==> config.mk <==
export PLATFORM = sky130hd
export DESIGN_NAME = fixed_timestep_frame_timer
export DESIGN_NICKNAME = d
export VERILOG_FILES = /design/src/rtl/fsft_pkg.sv /design/src/rtl/fixed_timestep_frame_timer.sv /design/src/rtl/fsft_div.sv /design/src/rtl/fsft_ctrl.sv /design/src/rtl/fsft_dp.sv
export VERILOG_INCLUDE_DIRS = /design/src /design/src/rtl
export SDC_FILE = /design/constraint.sdc
export NUM_CORES = 2
export LEC_CHECK = 0
export BUFFER_PORTS_ARGS = -buffer_cell sky130_fd_sc_hd__buf_2
export CORE_MARGIN = 2
export CORE_UTILIZATION = 61
export CTS_BUF_LIST = sky130_fd_sc_hd__clkbuf_2 sky130_fd_sc_hd__clkbuf_4 sky130_fd_sc_hd__clkbuf_8
export CTS_CLUSTER_SIZE = 40
export DETAILED_ROUTE_END_ITERATION = 10
export PLACE_DENSITY_LB_ADDON = 0.05
export SLEW_MARGIN = 20
export SYNTH_ARGS = -nofsm -noshare
export SYNTH_HDL_FRONTEND = slang
export SYNTH_SLANG_ARGS = --single-unit
==> constraint.sdc <==
create_clock -name clock -period 32.9 [get_ports clock]
set_input_delay 6.58 -clock clock [delete_from_list [all_inputs] [get_ports clock]]
set_output_delay 6.58 -clock clock [all_outputs]
set_load 0.05 [all_outputs]
==> src/rtl/fixed_timestep_frame_timer_defines.svh <==
// assertion macros used by the frame timer sequencer rtl
`ifndef FIXED_TIMESTEP_FRAME_TIMER_DEFINES_SVH
`define FIXED_TIMESTEP_FRAME_TIMER_DEFINES_SVH
`ifndef SYNTHESIS
// property must hold at every rising edge outside reset
`define FSFT_ASSERT(name, clk, rst, prop) \
   name: assert property (@(posedge clk) disable iff (rst) prop) \
      else $error("fsft assertion failed");
// expression must never be true outside reset
`define FSFT_ASSERT_NEVER(name, clk, rst, expr) \
   name: assert property (@(posedge clk) disable iff (rst) !(expr)) \
      else $error("fsft forbidden condition seen");
`else
`define FSFT_ASSERT(name, clk, rst, prop)
`define FSFT_ASSERT_NEVER(name, clk, rst, expr)
`endif
`endif

==> src/rtl/fsft_pkg.sv <==
package fsft_pkg;

   localparam int SAMPLE_W   = 64;
   localparam int LONG_CFG_W = 40;
   localparam int FREQ_W     = 32;
   localparam int COUNT_W    = 32;
   localparam int TPS_W      = 24;
   localparam int MUL_HALF_W = LONG_CFG_W / 2;
   localparam int MUL_P_W    = MUL_HALF_W + TPS_W;
   localparam int CSR_IDX_W  = 8;
   localparam int CSR_DATA_W = 40;
   localparam int RSP_W      = 2 * SAMPLE_W + 3 * COUNT_W;

   localparam int unsigned SNAP_DIVISOR = 4000;

   // request kinds
   localparam logic REQ_UPDATE = 1'b0;
   localparam logic REQ_RESET  = 1'b1;

   // register indexes
   localparam logic [CSR_IDX_W-1:0] CSR_USE_FIXED = 8'd0;
   localparam logic [CSR_IDX_W-1:0] CSR_TARGET    = 8'd1;
   localparam logic [CSR_IDX_W-1:0] CSR_MAX_DELTA = 8'd2;
   localparam logic [CSR_IDX_W-1:0] CSR_FREQ      = 8'd3;

   // register reset values
   localparam logic [LONG_CFG_W-1:0] TARGET_RESET    = 40'd166666;
   localparam logic [LONG_CFG_W-1:0] MAX_DELTA_RESET = 40'd1000000;
   localparam logic [FREQ_W-1:0]     FREQ_RESET      = 32'd10000000;

   typedef enum logic [1:0] {
      DIV_SEL_TICKS = 2'd0,
      DIV_SEL_STEPS = 2'd1,
      DIV_SEL_ACC   = 2'd2
   } div_sel_type;

   typedef struct packed {
      logic        capture;
      logic        clamp;
      logic        mul_lo;
      logic        mul_hi;
      logic        div_start;
      div_sel_type div_sel;
      logic        take_ticks;
      logic        var_update;
      logic        snap_sum;
      logic        hold_left;
      logic        take_steps;
      logic        fix_add;
      logic        latch_rate;
      logic        take_acc;
      logic        emit;
   } ctrl_cmd_type;

   typedef struct packed {
      logic use_fixed;
      logic target_zero;
      logic div_busy;
      logic div_done;
      logic quot_zero;
      logic acc_ge_freq;
   } dp_sts_type;

endpackage

==> src/rtl/fixed_timestep_frame_timer.sv <==
// channel   dir   handshake               payload
// req       in    req_tvalid/req_tready   tdata counter_value, tuser req_type
// rsp       out   rsp_tvalid/rsp_tready   tdata elapsed, total, frames, fps, steps
// csr       in    csr_valid/csr_ready     csr_index, csr_data
//
// an update request runs one divide in variable mode and two in fixed mode (one if the target
// is zero), plus one more when a counter second completes, all on the shared divider (ticks,
// whole steps, second remainder); a reset request goes straight to the response load
// reset is synchronous and active high; it loads register defaults, clears timer state
// a held response stalls only the final load; the next request is taken meanwhile
module fixed_timestep_frame_timer #(
   parameter int unsigned TICKS_PER_SECOND = 10000000
) (
   input  logic                              clock,
   input  logic                              reset,
   // request channel
   input  logic                              req_tvalid,
   output logic                              req_tready,
   input  logic [fsft_pkg::SAMPLE_W-1:0]     req_tdata,  // [63:0] counter_value
   input  logic                              req_tuser,  // [0] req_type
   // response channel
   output logic                              rsp_tvalid,
   input  logic                              rsp_tready,
   // [63:0] elapsed_ticks, [127:64] total_ticks, [159:128] frame_count,
   // [191:160] frames_per_second, [223:192] steps_taken
   output logic [fsft_pkg::RSP_W-1:0]        rsp_tdata,
   // register write channel
   input  logic                              csr_valid,
   output logic                              csr_ready,
   input  logic [fsft_pkg::CSR_IDX_W-1:0]    csr_index,
   input  logic [fsft_pkg::CSR_DATA_W-1:0]   csr_data
);

   fsft_pkg::ctrl_cmd_type cmd;
   fsft_pkg::dp_sts_type   sts;

   // registers must only change between requests; the block does not enforce this, so writes are always taken
   assign csr_ready = 1'b1;

   // sequencer: one request at a time through clamp, multiply and divides
   fsft_ctrl u_ctrl (
      .clock     (clock),
      .reset     (reset),
      .req_tvalid(req_tvalid),
      .req_tuser (req_tuser),
      .req_tready(req_tready),
      .rsp_tvalid(rsp_tvalid),
      .rsp_tready(rsp_tready),
      .sts       (sts),
      .cmd       (cmd)
   );

   // timer state, config registers, multiplier, divider and response register
   fsft_dp #(
      .TICKS_PER_SECOND(TICKS_PER_SECOND)
   ) u_dp (
      .clock     (clock),
      .reset     (reset),
      .csr_valid (csr_valid),
      .csr_index (csr_index),
      .csr_data  (csr_data),
      .req_type  (req_tuser),
      .req_sample(req_tdata),
      .cmd       (cmd),
      .sts       (sts),
      .rsp_data  (rsp_tdata)
   );

endmodule

==> src/rtl/fsft_div.sv <==
module fsft_div #(
   parameter int DIV_W = 64
) (
   input  logic             clock,
   input  logic             reset,
   input  logic             start,
   input  logic [DIV_W-1:0] dividend,
   input  logic [DIV_W-1:0] divisor,
   output logic             busy,
   output logic             done,
   output logic [DIV_W-1:0] quotient,
   output logic [DIV_W-1:0] remainder
);

   localparam int CNT_W = $clog2(DIV_W + 1);

   logic             busy_ff, busy_in;
   logic             done_ff, done_in;
   logic [CNT_W-1:0] count_ff, count_in;
   logic [DIV_W-1:0] rem_ff, rem_in;
   logic [DIV_W-1:0] quo_ff, quo_in;
   logic [DIV_W-1:0] den_ff, den_in;
   logic [DIV_W:0]   trial;
   logic [DIV_W:0]   trial_sub;
   logic             fits;

   // one quotient bit per cycle, restoring form
   assign trial     = {rem_ff, quo_ff[DIV_W-1]};
   assign trial_sub = trial - {1'b0, den_ff};
   assign fits      = trial >= {1'b0, den_ff};

   always_comb begin
      busy_in  = busy_ff;
      done_in  = 1'b0;
      count_in = count_ff;
      rem_in   = rem_ff;
      quo_in   = quo_ff;
      den_in   = den_ff;
      if (start) begin
         busy_in  = 1'b1;
         count_in = CNT_W'(DIV_W);
         rem_in   = '0;
         quo_in   = dividend;
         den_in   = divisor;
      end else if (busy_ff) begin
         rem_in   = fits ? trial_sub[DIV_W-1:0] : trial[DIV_W-1:0];
         quo_in   = {quo_ff[DIV_W-2:0], fits};
         count_in = count_ff - CNT_W'(1);
         if (count_ff == CNT_W'(1)) begin
            busy_in = 1'b0;
            done_in = 1'b1;
         end
      end
   end

   always_ff @(posedge clock) begin
      if (reset) begin
         busy_ff  <= 1'b0;
         done_ff  <= 1'b0;
         count_ff <= '0;
      end else begin
         busy_ff  <= busy_in;
         done_ff  <= done_in;
         count_ff <= count_in;
      end
   end

   always_ff @(posedge clock) begin
      rem_ff <= rem_in;
      quo_ff <= quo_in;
      den_ff <= den_in;
   end

   assign busy      = busy_ff;
   assign done      = done_ff;
   assign quotient  = quo_ff;
   assign remainder = rem_ff;

endmodule

==> src/rtl/fsft_ctrl.sv <==
`include "fixed_timestep_frame_timer_defines.svh"

module fsft_ctrl (
   input  logic                  clock,
   input  logic                  reset,
   input  logic                  req_tvalid,
   input  logic                  req_tuser,
   output logic                  req_tready,
   output logic                  rsp_tvalid,
   input  logic                  rsp_tready,
   input  fsft_pkg::dp_sts_type  sts,
   output fsft_pkg::ctrl_cmd_type cmd
);

   typedef enum logic [14:0] {
      S_IDLE       = 15'b000000000000001,
      S_CLAMP      = 15'b000000000000010,
      S_MUL_LO     = 15'b000000000000100,
      S_MUL_HI     = 15'b000000000001000,
      S_DIV_TICKS  = 15'b000000000010000,
      S_WAIT_TICKS = 15'b000000000100000,
      S_VAR        = 15'b000000001000000,
      S_SNAP       = 15'b000000010000000,
      S_HOLD       = 15'b000000100000000,
      S_DIV_STEPS  = 15'b000001000000000,
      S_WAIT_STEPS = 15'b000010000000000,
      S_FIX_ADD    = 15'b000100000000000,
      S_ACC_CHECK  = 15'b001000000000000,
      S_WAIT_ACC   = 15'b010000000000000,
      S_EMIT       = 15'b100000000000000
   } state_type;

   state_type state_ff, state_in;
   logic      rsp_valid_ff, rsp_valid_in;

   always_comb begin
      cmd      = '0;
      state_in = state_ff;
      unique case (state_ff)
         S_IDLE: begin
            if (req_tvalid) begin
               cmd.capture = 1'b1;
               state_in    = (req_tuser == fsft_pkg::REQ_RESET) ? S_EMIT : S_CLAMP;
            end
         end
         S_CLAMP: begin
            cmd.clamp = 1'b1;
            state_in  = S_MUL_LO;
         end
         S_MUL_LO: begin
            cmd.mul_lo = 1'b1;
            state_in   = S_MUL_HI;
         end
         S_MUL_HI: begin
            cmd.mul_hi = 1'b1;
            state_in   = S_DIV_TICKS;
         end
         S_DIV_TICKS: begin
            cmd.div_start = 1'b1;
            cmd.div_sel   = fsft_pkg::DIV_SEL_TICKS;
            state_in      = S_WAIT_TICKS;
         end
         S_WAIT_TICKS: begin
            if (sts.div_done) begin
               cmd.take_ticks = 1'b1;
               state_in       = sts.use_fixed ? S_SNAP : S_VAR;
            end
         end
         S_VAR: begin
            cmd.var_update = 1'b1;
            state_in       = S_ACC_CHECK;
         end
         S_SNAP: begin
            cmd.snap_sum = 1'b1;
            state_in     = sts.target_zero ? S_HOLD : S_DIV_STEPS;
         end
         S_HOLD: begin
            cmd.hold_left = 1'b1;
            state_in      = S_ACC_CHECK;
         end
         S_DIV_STEPS: begin
            cmd.div_start = 1'b1;
            cmd.div_sel   = fsft_pkg::DIV_SEL_STEPS;
            state_in      = S_WAIT_STEPS;
         end
         S_WAIT_STEPS: begin
            if (sts.div_done) begin
               cmd.take_steps = 1'b1;
               state_in       = sts.quot_zero ? S_ACC_CHECK : S_FIX_ADD;
            end
         end
         S_FIX_ADD: begin
            cmd.fix_add = 1'b1;
            state_in    = S_ACC_CHECK;
         end
         S_ACC_CHECK: begin
            if (sts.acc_ge_freq) begin
               cmd.latch_rate = 1'b1;
               cmd.div_start  = 1'b1;
               cmd.div_sel    = fsft_pkg::DIV_SEL_ACC;
               state_in       = S_WAIT_ACC;
            end else begin
               state_in = S_EMIT;
            end
         end
         S_WAIT_ACC: begin
            if (sts.div_done) begin
               cmd.take_acc = 1'b1;
               state_in     = S_EMIT;
            end
         end
         S_EMIT: begin
            if (!rsp_valid_ff || rsp_tready) begin
               cmd.emit = 1'b1;
               state_in = S_IDLE;
            end
         end
         default: begin
            state_in = S_IDLE;
         end
      endcase
   end

   always_comb begin
      rsp_valid_in = rsp_valid_ff;
      if (cmd.emit) begin
         rsp_valid_in = 1'b1;
      end else if (rsp_tready) begin
         rsp_valid_in = 1'b0;
      end
   end

   always_ff @(posedge clock) begin
      if (reset) begin
         state_ff     <= S_IDLE;
         rsp_valid_ff <= 1'b0;
      end else begin
         state_ff     <= state_in;
         rsp_valid_ff <= rsp_valid_in;
      end
   end

   assign req_tready = (state_ff == S_IDLE);
   assign rsp_tvalid = rsp_valid_ff;

   `FSFT_ASSERT(a_accept_leaves_idle, clock, reset, (req_tvalid && req_tready) |=> (state_ff != S_IDLE))
   `FSFT_ASSERT(a_start_divider_free, clock, reset, cmd.div_start |-> !sts.div_busy)
   `FSFT_ASSERT(a_emit_output_free, clock, reset, cmd.emit |-> (!rsp_valid_ff || rsp_tready))
   `FSFT_ASSERT_NEVER(a_done_while_not_waiting, clock, reset, sts.div_done && (state_ff != S_WAIT_TICKS) && (state_ff != S_WAIT_STEPS) && (state_ff != S_WAIT_ACC))

endmodule

==> src/rtl/fsft_dp.sv <==
module fsft_dp #(
   parameter int unsigned TICKS_PER_SECOND = 10000000
) (
   input  logic                                clock,
   input  logic                                reset,
   input  logic                                csr_valid,
   input  logic [fsft_pkg::CSR_IDX_W-1:0]      csr_index,
   input  logic [fsft_pkg::CSR_DATA_W-1:0]     csr_data,
   input  logic                                req_type,
   input  logic [fsft_pkg::SAMPLE_W-1:0]       req_sample,
   input  fsft_pkg::ctrl_cmd_type              cmd,
   output fsft_pkg::dp_sts_type                sts,
   output logic [fsft_pkg::RSP_W-1:0]          rsp_data
);

   localparam int W  = fsft_pkg::SAMPLE_W;
   localparam int LW = fsft_pkg::LONG_CFG_W;
   localparam int FW = fsft_pkg::FREQ_W;
   localparam int CW = fsft_pkg::COUNT_W;
   localparam int HW = fsft_pkg::MUL_HALF_W;
   localparam int PW = fsft_pkg::MUL_P_W;
   localparam logic [fsft_pkg::TPS_W-1:0] TPS = fsft_pkg::TPS_W'(TICKS_PER_SECOND);
   localparam logic [W-1:0] SNAP_LIMIT =
      W'(TICKS_PER_SECOND / fsft_pkg::SNAP_DIVISOR);

   // configuration
   logic          use_fixed_ff;
   logic [LW-1:0] target_ff;
   logic [LW-1:0] max_delta_ff;
   logic [FW-1:0] freq_ff;
   logic [FW-1:0] freq_eff;

   // timer state
   logic [W-1:0]  prev_ff, acc_ff, left_ff, last_ff, total_ff;
   logic [CW-1:0] frames_ff, fts_ff, rate_ff;

   // per-request scratch
   logic [W-1:0]  raw_ff, ticks_ff, sum_ff, steps_ff;
   logic [LW-1:0] delta_ff;
   logic [PW-1:0] prod_lo_ff, prod_hi_ff;
   logic [fsft_pkg::RSP_W-1:0] rsp_ff;

   logic [HW-1:0] mul_a;
   logic [PW-1:0] mul_p;
   logic [W-1:0]  product;
   logic [W-1:0]  target_w;
   logic [W-1:0]  div_dividend, div_divisor, div_quot, div_rem;
   logic          div_start, div_busy, div_done;
   logic [W:0]    quot_plus, target_plus, left_sum;
   logic          near;
   logic [CW-1:0] steps_sat;

   assign freq_eff = (freq_ff == '0) ? FW'(1) : freq_ff;
   assign target_w = W'(target_ff);

   always_ff @(posedge clock) begin
      if (reset) begin
         use_fixed_ff <= 1'b0;
         target_ff    <= fsft_pkg::TARGET_RESET;
         max_delta_ff <= fsft_pkg::MAX_DELTA_RESET;
         freq_ff      <= fsft_pkg::FREQ_RESET;
      end else if (csr_valid) begin
         unique case (csr_index)
            fsft_pkg::CSR_USE_FIXED: use_fixed_ff <= csr_data[0];
            fsft_pkg::CSR_TARGET:    target_ff    <= csr_data;
            fsft_pkg::CSR_MAX_DELTA: max_delta_ff <= csr_data;
            fsft_pkg::CSR_FREQ:      freq_ff      <= csr_data[FW-1:0];
            default: ;
         endcase
      end
   end

   // shared 20 x 24 multiplier, two halves of the clamped delta
   assign mul_a   = cmd.mul_hi ? delta_ff[LW-1:HW] : delta_ff[HW-1:0];
   assign mul_p   = PW'(mul_a) * PW'(TPS);
   assign product = W'(prod_lo_ff) + (W'(prod_hi_ff) << HW);

   always_comb begin
      case (cmd.div_sel)
         fsft_pkg::DIV_SEL_STEPS: begin
            div_dividend = sum_ff;
            div_divisor  = target_w;
         end
         fsft_pkg::DIV_SEL_ACC: begin
            div_dividend = acc_ff;
            div_divisor  = W'(freq_eff);
         end
         default: begin
            div_dividend = product;
            div_divisor  = W'(freq_eff);
         end
      endcase
   end

   assign div_start = cmd.div_start;

   fsft_div #(
      .DIV_W(W)
   ) u_div (
      .clock    (clock),
      .reset    (reset),
      .start    (div_start),
      .dividend (div_dividend),
      .divisor  (div_divisor),
      .busy     (div_busy),
      .done     (div_done),
      .quotient (div_quot),
      .remainder(div_rem)
   );

   // |ticks - target| < limit  <=>  ticks < target + limit and target < ticks + limit
   assign quot_plus   = {1'b0, div_quot} + {1'b0, SNAP_LIMIT};
   assign target_plus = {1'b0, target_w} + {1'b0, SNAP_LIMIT};
   assign near        = ({1'b0, target_w} < quot_plus) && ({1'b0, div_quot} < target_plus);
   assign left_sum    = {1'b0, left_ff} + {1'b0, ticks_ff};

   always_ff @(posedge clock) begin
      if (cmd.capture) begin
         raw_ff   <= req_sample - prev_ff;
         steps_ff <= '0;
      end
      if (cmd.clamp) begin
         delta_ff <= (raw_ff > W'(max_delta_ff)) ? max_delta_ff : raw_ff[LW-1:0];
      end
      if (cmd.mul_lo) begin
         prod_lo_ff <= mul_p;
      end
      if (cmd.mul_hi) begin
         prod_hi_ff <= mul_p;
      end
      if (cmd.take_ticks) begin
         ticks_ff <= (use_fixed_ff && near) ? target_w : div_quot;
      end
      if (cmd.snap_sum) begin
         // saturate on carry out
         sum_ff <= left_sum[W] ? '1 : left_sum[W-1:0];
      end else if (cmd.take_steps) begin
         sum_ff <= sum_ff - div_rem;
      end
      if (cmd.take_steps) begin
         steps_ff <= div_quot;
      end else if (cmd.var_update) begin
         steps_ff <= W'(1);
      end
   end

   always_ff @(posedge clock) begin
      if (reset) begin
         prev_ff   <= '0;
         acc_ff    <= '0;
         left_ff   <= '0;
         last_ff   <= '0;
         total_ff  <= '0;
         frames_ff <= '0;
         fts_ff    <= '0;
         rate_ff   <= '0;
      end else begin
         if (cmd.capture) begin
            prev_ff <= req_sample;
            if (req_type == fsft_pkg::REQ_RESET) begin
               acc_ff  <= '0;
               left_ff <= '0;
               fts_ff  <= '0;
               rate_ff <= '0;
            end
         end
         if (cmd.clamp) begin
            acc_ff <= acc_ff + raw_ff;
         end else if (cmd.take_acc) begin
            acc_ff <= div_rem;
         end
         if (cmd.var_update) begin
            last_ff   <= ticks_ff;
            total_ff  <= total_ff + ticks_ff;
            left_ff   <= '0;
            frames_ff <= frames_ff + CW'(1);
            fts_ff    <= fts_ff + CW'(1);
         end
         if (cmd.hold_left) begin
            left_ff <= sum_ff;
         end
         if (cmd.take_steps) begin
            left_ff <= div_rem;
         end
         if (cmd.fix_add) begin
            last_ff   <= target_w;
            total_ff  <= total_ff + sum_ff;
            frames_ff <= frames_ff + steps_ff[CW-1:0];
            fts_ff    <= fts_ff + CW'(1);
         end
         if (cmd.latch_rate) begin
            rate_ff <= fts_ff;
            fts_ff  <= '0;
         end
      end
   end

   assign steps_sat = (steps_ff[W-1:CW] != '0) ? '1 : steps_ff[CW-1:0];

   always_ff @(posedge clock) begin
      if (cmd.emit) begin
         rsp_ff <= {steps_sat, rate_ff, frames_ff, total_ff, last_ff};
      end
   end

   assign rsp_data = rsp_ff;

   assign sts.use_fixed   = use_fixed_ff;
   assign sts.target_zero = (target_ff == '0);
   assign sts.div_busy    = div_busy;
   assign sts.div_done    = div_done;
   assign sts.quot_zero   = (div_quot == '0);
   assign sts.acc_ge_freq = (acc_ff >= W'(freq_eff));

endmodule

==> key figures <==
Routing
  • Routed len/inst: 23.9 um
  • DRT Wirelength: between 200000 and 300000 um
  • Pre-Repair DR Iteration Count: 6
  • Post-detailed-route count of antenna-violating nets: 0
  • Routed via count: 73500
  • Drc violations: 0
  • Vias per Instance: 6.32
  • Starting DRC count in detailed routing: 8564

Final layout
  • Finished Layout Cells: 11600
  • Nets: roughly 11000
  • Most common cell after layout, fill and taps aside: nand2_1
  • Most frequent cells in the layout: nand2_1, a21oi_1, ha_1, edfxtp_1, inv_1
  • Fill cells: approximately 11000
  • Synth-to-Final Area Change: 9.45%
  • Max reg flops: 224
  • Ratio of cells with drive above 1 in the final layout: 0.103

Placed design
  • Placer congestion estimate: 1.05
  • PortBufs: about 340
  • Dpl ws: 21580 ps
  • DP HPWL: 217000 um
  • Placed Cells: between 10000 and 15000

Setup path
  • Critical Path AT: between 10000 and 15000 ps
  • Kind of critical path: in -> reg
  • Req. time, crit path: 33600 ps
  • Startpoint types: input port
  • CP Capture Type: register
  • CP Max Fanout: 4

Floorplanning
  • Core ar.: 138000 um^2
  • Starting Density: 0.616
  • Die Height: 377 um
  • Total die area: 142000 um^2
  • Die W: between 300 and 400 um
  • IO Count: 345
  • Site Rows: between 100 and 150

Logic synthesis
  • Yosys cell types: 102
  • Ys flop type: edfxtp_1
  • EDFF count, synth: 698
  • Cell Area, Synth: 84800 um^2
  • Mapped Cells: between 9000 and 10000
  • Register area share after synthesis: 0.393
  • Syn_area_per_cell: 8.94 um^2
  • Number of synthesized register bits: ~1300
  • Post-Syn Nets: 10400
  • FFs w/ async S/R, synth: 0
  • Synth warn: 0

Global route
  • Vias in the first global route: 69300
  • Largest net degree at the start of global routing: 157
  • Grt total ovfl: 0
  • Initial antenna violation count: 14
  • First-pass GRT wire length: around 420000 um
  • Global-route usage over all layers: 0.384

Clocking
  • Sink Count: ~1300
  • Clk pin slew, worst setup/hold paths: 60 ps
  • CTS tree: done
  • Num CTS Buffers: 216
  • CTS Hold Buffers Added: 0
  • Clk_lat worst skew: 1000 ps
  • Clock buffer depth: 3
  • Root buffer cell: clkbuf_8
  • Post-CTS sizing: 0
  • Post-CTS setup buffer count: 0
  • Htree depth: 4

Timing
  • Period utilization: 0.319
  • RSZ-0062 raised after global routing: no
  • Worst setup margin: 22400 ps
  • Relative slew margins: 0.236
  • Final slew viol count: 0
  • Skew final: between 60 and 70 ps
  • Slew @ Worst Pin: 1140 ps
  • Tmin final: 10500 ps
  • Final setup fails: 0
  • Final hold vios: 0
  • Final TNS setup: 0 ps
  • Achievable clock frequency: around 95 MHz

Pwr
  • Leak Pwr: 38.8 nW
  • Cell area power density: 44.3 nW/um^2
  • VDD IR-drop max: 0.0000401 V

Flow run
  • MaxCap Viol Count: 0

Run status
  • Outcome: completed

Min path
  • Worst Hold Class: reg -> reg
[area by class of cell]
type / count / area (um^2) / share of cell area
Inverter: 624 / 2340 / 0.0252
Clock inverter: 94 / 1030 / 0.0111
Clock buffer: 320 / 4000 / 0.0431
Multi-Input combinational cell: 7017 / 47300 / 0.509
Tap cell: 1794 / 2240 / 0.0242
Timing Repair Buffer: 452 / 2560 / 0.0276
Antenna cell: 12 / 30.0 / 0.000324
Sequential cell: 1316 / 33300 / 0.359
[worst paths after layout]
| check | start | end | slack, ps | cells past startpoint |
|---|---|---|---|---|
| setup / recovery | req_tdata[1] | u_dp.raw_ff[61] | 22400 | 15 |
| hold / removal | u_dp.last_ff[44] | u_dp.rsp_data[44] | 420 | 0 |
| setup reg to reg | u_ctrl.state_ff[6] | u_dp.prod_hi_ff[43] | 23960 | 30 |
| hold reg to reg | u_dp.last_ff[44] | u_dp.rsp_data[44] | 420 | 0 |
[kinds of logic (layout without fill, tap and decap cells)]
| family | after synthesis | in the layout | synth area share |
|---|---|---|---|
| flip-flops | 1316 | 1316 | 0.393 |
| AO/OA/AOI/OAI | 2561 | 2561 | 0.191 |
| AND/OR/NAND/NOR | 2986 | 2986 | 0.163 |
| multiplexers | 113 | 113 | 0.0148 |
| buffers and inverters | 1155 | 1490 | 0.0517 |
| adder cells (fa/ha/maj) | 840 | 840 | 0.133 |
| XOR/XNOR | 516 | 516 | 0.0533 |
| other | 1 | 13 | 0.0000442 |
[synth_stat cells (all sizes together), types with 92 or more instances]
cell type	n	area [um^2]
ha	740	9260
xnor2	312	2730
a22oi	184	1380
xor2	204	1790
nand2	1352	5070
a21o	363	2730
nor2	520	1950
clkbuf	485	1820
edfxtp	698	21000
fa	100	2000
a21oi	997	4990
mux2	98	1100
dfxtp	618	12400
and3	180	1130
inv	622	2330
nor2b	92	576
nor3	124	642
o21ai	356	1790
nand4	149	947
a211oi	117	878
nand3	196	981
[critical path: stages]
cell and delay [ps]:
buf_2 120, ha_1 280, nor2b_1 130, o21ai_0 230, a21boi_1 160, o41ai_1 420, o21bai_1 230, a311oi_1 880
o2bb2ai_1 320, a221oi_1 540, nor2b_1 130, o41ai_2 450, o221ai_1 310, a211oi_1 330, xnor2_1 90
[where the power goes]
part	switching, W	leakage (nW)	internal, W
clock	0.000721	2.64	0.000907
sequential	0.0000688	11.4	0.00179
combinational	0.000380	24.7	0.000239
[stage by stage]
| stage | hold slack [ps] | power, W | area [um^2] | util |
|---|---|---|---|---|
| after floorplan | 408 | 0.00233 | 84800 | - |
| after global placement | 413 | 0.00248 | 87700 | 0.637 |
| after detailed placement | 414 | 0.00249 | 87700 | 0.637 |
| after CTS | 395 | 0.00411 | 92800 | 0.674 |
| after global routing | 425 | 0.00426 | 92800 | 0.674 |
| final | 420 | 0.00411 | 92800 | 0.674 |
[layer usage]
metal  wire length, um  global-route usage  share of wire  vias up
met3             31300              0.0782           0.11      601
met4             14700               0.185          0.053        0
li1                  -                   -              -    34300
met1            113000               0.526           0.41    34800
met5                 0                   0              0        -
met2            119000               0.581           0.43     3868
(Power assumes the default switching activity.)
